File: config.mk
export PLATFORM = sky130hd
export DESIGN_NAME = dsrb_bnd_term
export DESIGN_NICKNAME = d
export VERILOG_FILES = /design/src/rtl/dsrb_pkg.sv /design/src/rtl/dsrb_bnd_term.sv
export SDC_FILE = /design/constraint.sdc
export NUM_CORES = 2
export LEC_CHECK = 0
export BUFFER_PORTS_ARGS = -buffer_cell sky130_fd_sc_hd__buf_2
export CAP_MARGIN = 20
export CELL_PAD_IN_SITES_DETAIL_PLACEMENT = 0
export CELL_PAD_IN_SITES_GLOBAL_PLACEMENT = 1
export CORE_ASPECT_RATIO = 1.25
export CORE_UTILIZATION = 56
export CTS_CLUSTER_DIAMETER = 60
export CTS_CLUSTER_SIZE = 14
export DETAILED_ROUTE_END_ITERATION = 12
export PLACE_DENSITY_LB_ADDON = 0.1
export SYNTH_ARGS = -nofsm -noshare
export SYNTH_HDL_FRONTEND = slang
export SYNTH_SLANG_ARGS = --single-unit
File: constraint.sdc
create_clock -name clk -period 19.11 [get_ports clk]
set_clock_uncertainty 0.2 [all_clocks]
set_input_delay 1.911 -clock clk [delete_from_list [all_inputs] [get_ports clk]]
set_output_delay 1.911 -clock clk [all_outputs]
set_load 0.01 [all_outputs]
File: src/rtl/dsrb_pkg.sv
// ----------------------------------------------------------------------------
// dsrb_pkg
// shared widths, marker codes and register indexes of the stencil row builder
// ----------------------------------------------------------------------------
package dsrb_pkg;

	localparam int COEF_W   = 31;
	localparam int VAL_W    = 32;
	localparam int MARK_W   = 14;
	localparam int NBR_N    = 6;
	localparam int CFG_IDX_W = 2;
	localparam int CFG_DATA_W = 31;
	localparam int PROD_W   = 64;
	localparam int TERM_W   = 48;
	localparam int ACC_W    = 51;
	localparam int DIAG_W   = 34;

	localparam logic [1:0] MK_FLUID    = 2'd0;
	localparam logic [1:0] MK_AIR      = 2'd1;
	localparam logic [1:0] MK_BOUNDARY = 2'd2;

	localparam logic [CFG_IDX_W-1:0] REG_COEF_X    = 2'd0;
	localparam logic [CFG_IDX_W-1:0] REG_COEF_Y    = 2'd1;
	localparam logic [CFG_IDX_W-1:0] REG_COEF_Z    = 2'd2;
	localparam logic [CFG_IDX_W-1:0] REG_DIRICHLET = 2'd3;

	localparam logic [DIAG_W-1:0] ONE_Q16   = 34'd65536;
	localparam logic [DIAG_W-1:0] DIAG_MAX  = 34'h0_7FFF_FFFF;
	localparam logic signed [PROD_W-1:0] ROUND_HALF = 64'sd32768;
	localparam logic signed [VAL_W-1:0] RHS_MAX = 32'sh7FFF_FFFF;
	localparam logic signed [VAL_W-1:0] RHS_MIN = 32'sh8000_0000;

	localparam logic DIRICHLET_RESET = 1'b1;

endpackage

File: src/rtl/dsrb_bnd_term.sv
// ----------------------------------------------------------------------------
// dsrb_bnd_term
// one boundary lane: coefficient times neighbor value, then rounded to q16.16
// ----------------------------------------------------------------------------
module dsrb_bnd_term (
	input  logic                                 clk,
	input  logic                                 en_s2,
	input  logic                                 en_s3,
	input  logic                                 use_bnd,
	input  logic [dsrb_pkg::COEF_W-1:0]          coef,
	input  logic signed [dsrb_pkg::VAL_W-1:0]    value,
	output logic signed [dsrb_pkg::TERM_W-1:0]   term_s3
);

	logic signed [dsrb_pkg::PROD_W-1:0] prod;
	logic signed [dsrb_pkg::PROD_W-1:0] prod_s2;
	logic signed [dsrb_pkg::PROD_W-1:0] rnd;

	assign prod = $signed({1'b0, coef}) * value;
	assign rnd  = (prod_s2 + dsrb_pkg::ROUND_HALF) >>> 16;

	always_ff @(posedge clk) begin
		if (en_s2) begin
			prod_s2 <= use_bnd ? prod : '0;
		end
		if (en_s3) begin
			term_s3 <= rnd[dsrb_pkg::TERM_W-1:0];
		end
	end

endmodule

==> run summary <==
The flow ran to the end, and the final reports show no timing, DRC or antenna violations. The cell family contributing the most delay on the critical path is adder cells. The critical path contains buffers and inverters numbering 3 combined. The run gives 0.34 ns as the clock insertion delay at the later pin of the skew report. For this design, the slowest cell found on the critical path is fa_1. The kind of critical path is primary input to flop. Walking the worst path, the cells encountered are buf_2, and2_1, fa_1, fa_1, inv_1, fa_1, fa_1, inv_1, fa_1, fa_1, fa_1, fa_1, ha_1, a21oi_1, o21ai_0, a22oi_1, nand2_1, o211ai_1, a211oi_1, o21a_1, nor3_1. The count of final max-slew check failures came out at 0. After global routing the overflow that remains totals 0. In this run the most critical hold path is launched from prod_s2[63]$_SDFFCE_PN0P_. The share of flip-flops with an asynchronous set or reset after synthesis came out at 0%.

The cell count after synthesis is 3987. The die span in x is 233 um. The minimum setup slack among reg-to-reg paths is 16.03 ns. The effective utilization at floorplan is 56.7%, and the number of violations of the max-capacitance limit is 0.

The depth of the worst hold-timing path is 1, and the via count of the first global-routing pass is 29100. The die span in y works out to 291 um. Setup violations remaining at the end of the flow were counted as 0. The clock root buffer master is clkbuf_16. In the layout the commonest cells are 866 x fa_1, 852 x inv_1, 609 x and2_1. In this run the worst path has a maximum fanout of 31. STA classifies the critical path startpoint as a primary input. Setup repair after global routing left no endpoint under its margin. The tightest hold path in the finished design has a slack of 0.373 ns.

Classification of the worst-slack hold path: flop to flop. The run gives 0 as the number of endpoints with negative hold slack in the final report. The cell area that synthesis handed to floorplanning was 37300 sq um. In the routed layout, each cell is associated on average with a via count of 5.56. The tools report the DRC violation total after the first TritonRoute iteration as 1425. The placed wire-length estimate came out at 79.4 mm.

For the max-slew headroom at the worst pin, the log shows 29.8%. For the initial antenna violation count, the log shows 3. Hold repair after CTS inserted 0 buffers.

Once the clock tree was built, the resizer swapped 0 gates to a different size. Counting every net in the synthesized netlist gives 5214. The quantity of I/O buffers inserted on ports was 114; the post-synthesis sequential area ratio was 7.81%. The flip-flop and latch count after synthesis is 97. By instance count, the cell type seen most on the critical path is fa_1. The placed instances occupy a cell area of 38100 sq um. The capturing element type of the critical path is a flop.

After detailed routing, the number of remaining DRC violations is 0. The required time of the critical path is 19.09 ns. The worst path uses 49.9% of the clock period. The endpoint identified for the worst register-to-register timing path is term_s3[43]$_DFFE_PP_.

Counting along the longest clock path gives a buffer depth of 2. The total die area was 67700 sq um. A synthesized cell averages 9.36 sq um.

Yosys mapped a number of flops with a built-in enable equal to 97. The logs give 0 for the remaining antenna violation count and 26400 for the total number of vias. The final layout contains 5111 nets.

The first TritonRoute pass finished after 5 iterations. The number of placement rows is 105, and the path depth of the worst reg2reg path is 8. At the pin with the least slew margin, the transition time is 1.05 ns. Most instantiated flip-flop cell in the synthesis netlist: edfxtp_1. The run gives 5999 as the filler cell count. After synthesis, the netlist uses 64 different library cells. The critical path's largest stage delay was 0.70 ns; the number of warnings printed during yosys synthesis was 0. For the total routing usage reported by global routing, the log shows 30.4%.

In this run the standard cell core region covers 65800 sq um. The clock-pin slew of the registers on the worst-case setup and hold paths is 0.06 ns, and the total clock buffers created by CTS is 9. Post-CTS timing repair inserted 0 buffers for setup. Relative to the synthesized area, the layout overhead comes to 2.83%. The arrival time reported for the critical path endpoint is 9.51 ns, and the first-pass GRT wire length is 157 mm. The total negative setup slack came out at 0 ns. In the final layout, the share of cells above drive strength 1 is 4.01%. The most common cell after layout, fill and taps aside is fa_1. The H-tree generated during clock tree synthesis spans 3 levels.

The placer congestion estimate is 0.933. During I/O placement, the number of pins put on the boundary was 115. The clock period minus worst slack works out to 9.53 ns. TritonCTS built the clock tree. Entering global routing, the biggest net connects 50 pins. After detailed routing, the average wire length per cell comes to 20.8 um. Once layout is done, the placed cells without fillers occupy 38400 sq um. The run gives 97 as the CTS sink count. The run gives 105 MHz as the fmax. For this block, the routed nets add up to 98.5 mm of wire. The worst hold path terminates at term_s3[47]$_DFFE_PP_. In this run the critical register-to-register path is launched from prod_s2[17]$_SDFFCE_PN0P_.
[worst max-delay path by stage]
stage | start | end | slack [ns] | cells after the start
final | value[9] | prod_s2[62]$_SDFFCE_PN0P_ | 9.58 | 21
after detailed placement | value[9] | prod_s2[58]$_SDFFCE_PN0P_ | 9.34 | 23
after global placement | value[9] | prod_s2[58]$_SDFFCE_PN0P_ | 9.34 | 23
after CTS | value[9] | prod_s2[58]$_SDFFCE_PN0P_ | 9.69 | 23
after global routing | coef[15] | prod_s2[62]$_SDFFCE_PN0P_ | 9.34 | 21
after floorplan | value[5] | prod_s2[59]$_SDFFCE_PN0P_ | 10.39 | 24
[Yosys cell counts, types with 14 or more instances]
library cell / instances / share of area (%)
xnor2_1: 68 / 1.6
nor3_1: 26 / 0.35
o21bai_1: 19 / 0.38
nand3_1: 31 / 0.42
ha_1: 294 / 9.9
nand2b_1: 23 / 0.39
fa_1: 866 / 46
clkbuf_1: 225 / 2.3
nor2_1: 76 / 0.76
nor2b_1: 21 / 0.35
a21oi_1: 84 / 1.1
inv_1: 852 / 8.6
edfxtp_1: 97 / 7.8
and2_1: 609 / 10
xor2_1: 14 / 0.33
a21o_1: 20 / 0.40
nand4_1: 41 / 0.69
o21ai_0: 35 / 0.47
nand2_1: 446 / 4.5
[per-layer routing]
metal	track usage (%)	share of wire, %	vias to the layer above	wire length [um]
li1	-	-	11600	-
met1	33.6	35	13800	34700
met2	58.1	56	679	55200
met3	2.09	3.0	244	3000
met4	14.6	5.7	0	5570
met5	0	0	-	0
[area by class of cell]
cell class	instances	area (sq um)	area share, %
flip-flops and latches	97	2910	7.59
well taps	856	1070	2.79
diodes	2	5.00	0.0130
clock buffers	9	225	0.587
inverters	852	3200	8.34
multi-input cells	2803	30300	78.9
clock inverters	6	60.1	0.157
repair buffers	121	623	1.62
[metrics by stage]
step,cells,setup slack [ns],utilization [%]
floorplan,3987,10.39,-
CTS,4744,9.69,58.3
detailed placement,4729,9.34,57.8
finish,4746,9.58,58.3
global route,4745,9.34,58.3
global placement,4729,9.34,57.8
[sequential cells by signal, indices dropped and copies added, names as in the netlist]
| signal | cells |
|---|---|
| prod_s2 | 49 |
| term_s3 | 48 |
[cells by family (layout without fill, tap and decap cells)]
| group | Yosys count | in the layout | synth area share [%] |
|---|---|---|---|
| AOI/OAI and AO/OA | 230 | 230 | 4.00 |
| and+or+nand+nor | 1319 | 1319 | 18.5 |
| adders and majority gates | 1160 | 1160 | 56.3 |
| DFF | 97 | 97 | 7.81 |
| buffers and inverters | 1087 | 988 | 11.1 |
| muxes | 12 | 12 | 0.322 |
| other | 0 | 2 | 0 |
| xor gates and xnor gates | 82 | 82 | 1.93 |
Power is not shown: default switching activity piles up to over one toggle a cycle in this logic, so the estimate is an artifact.
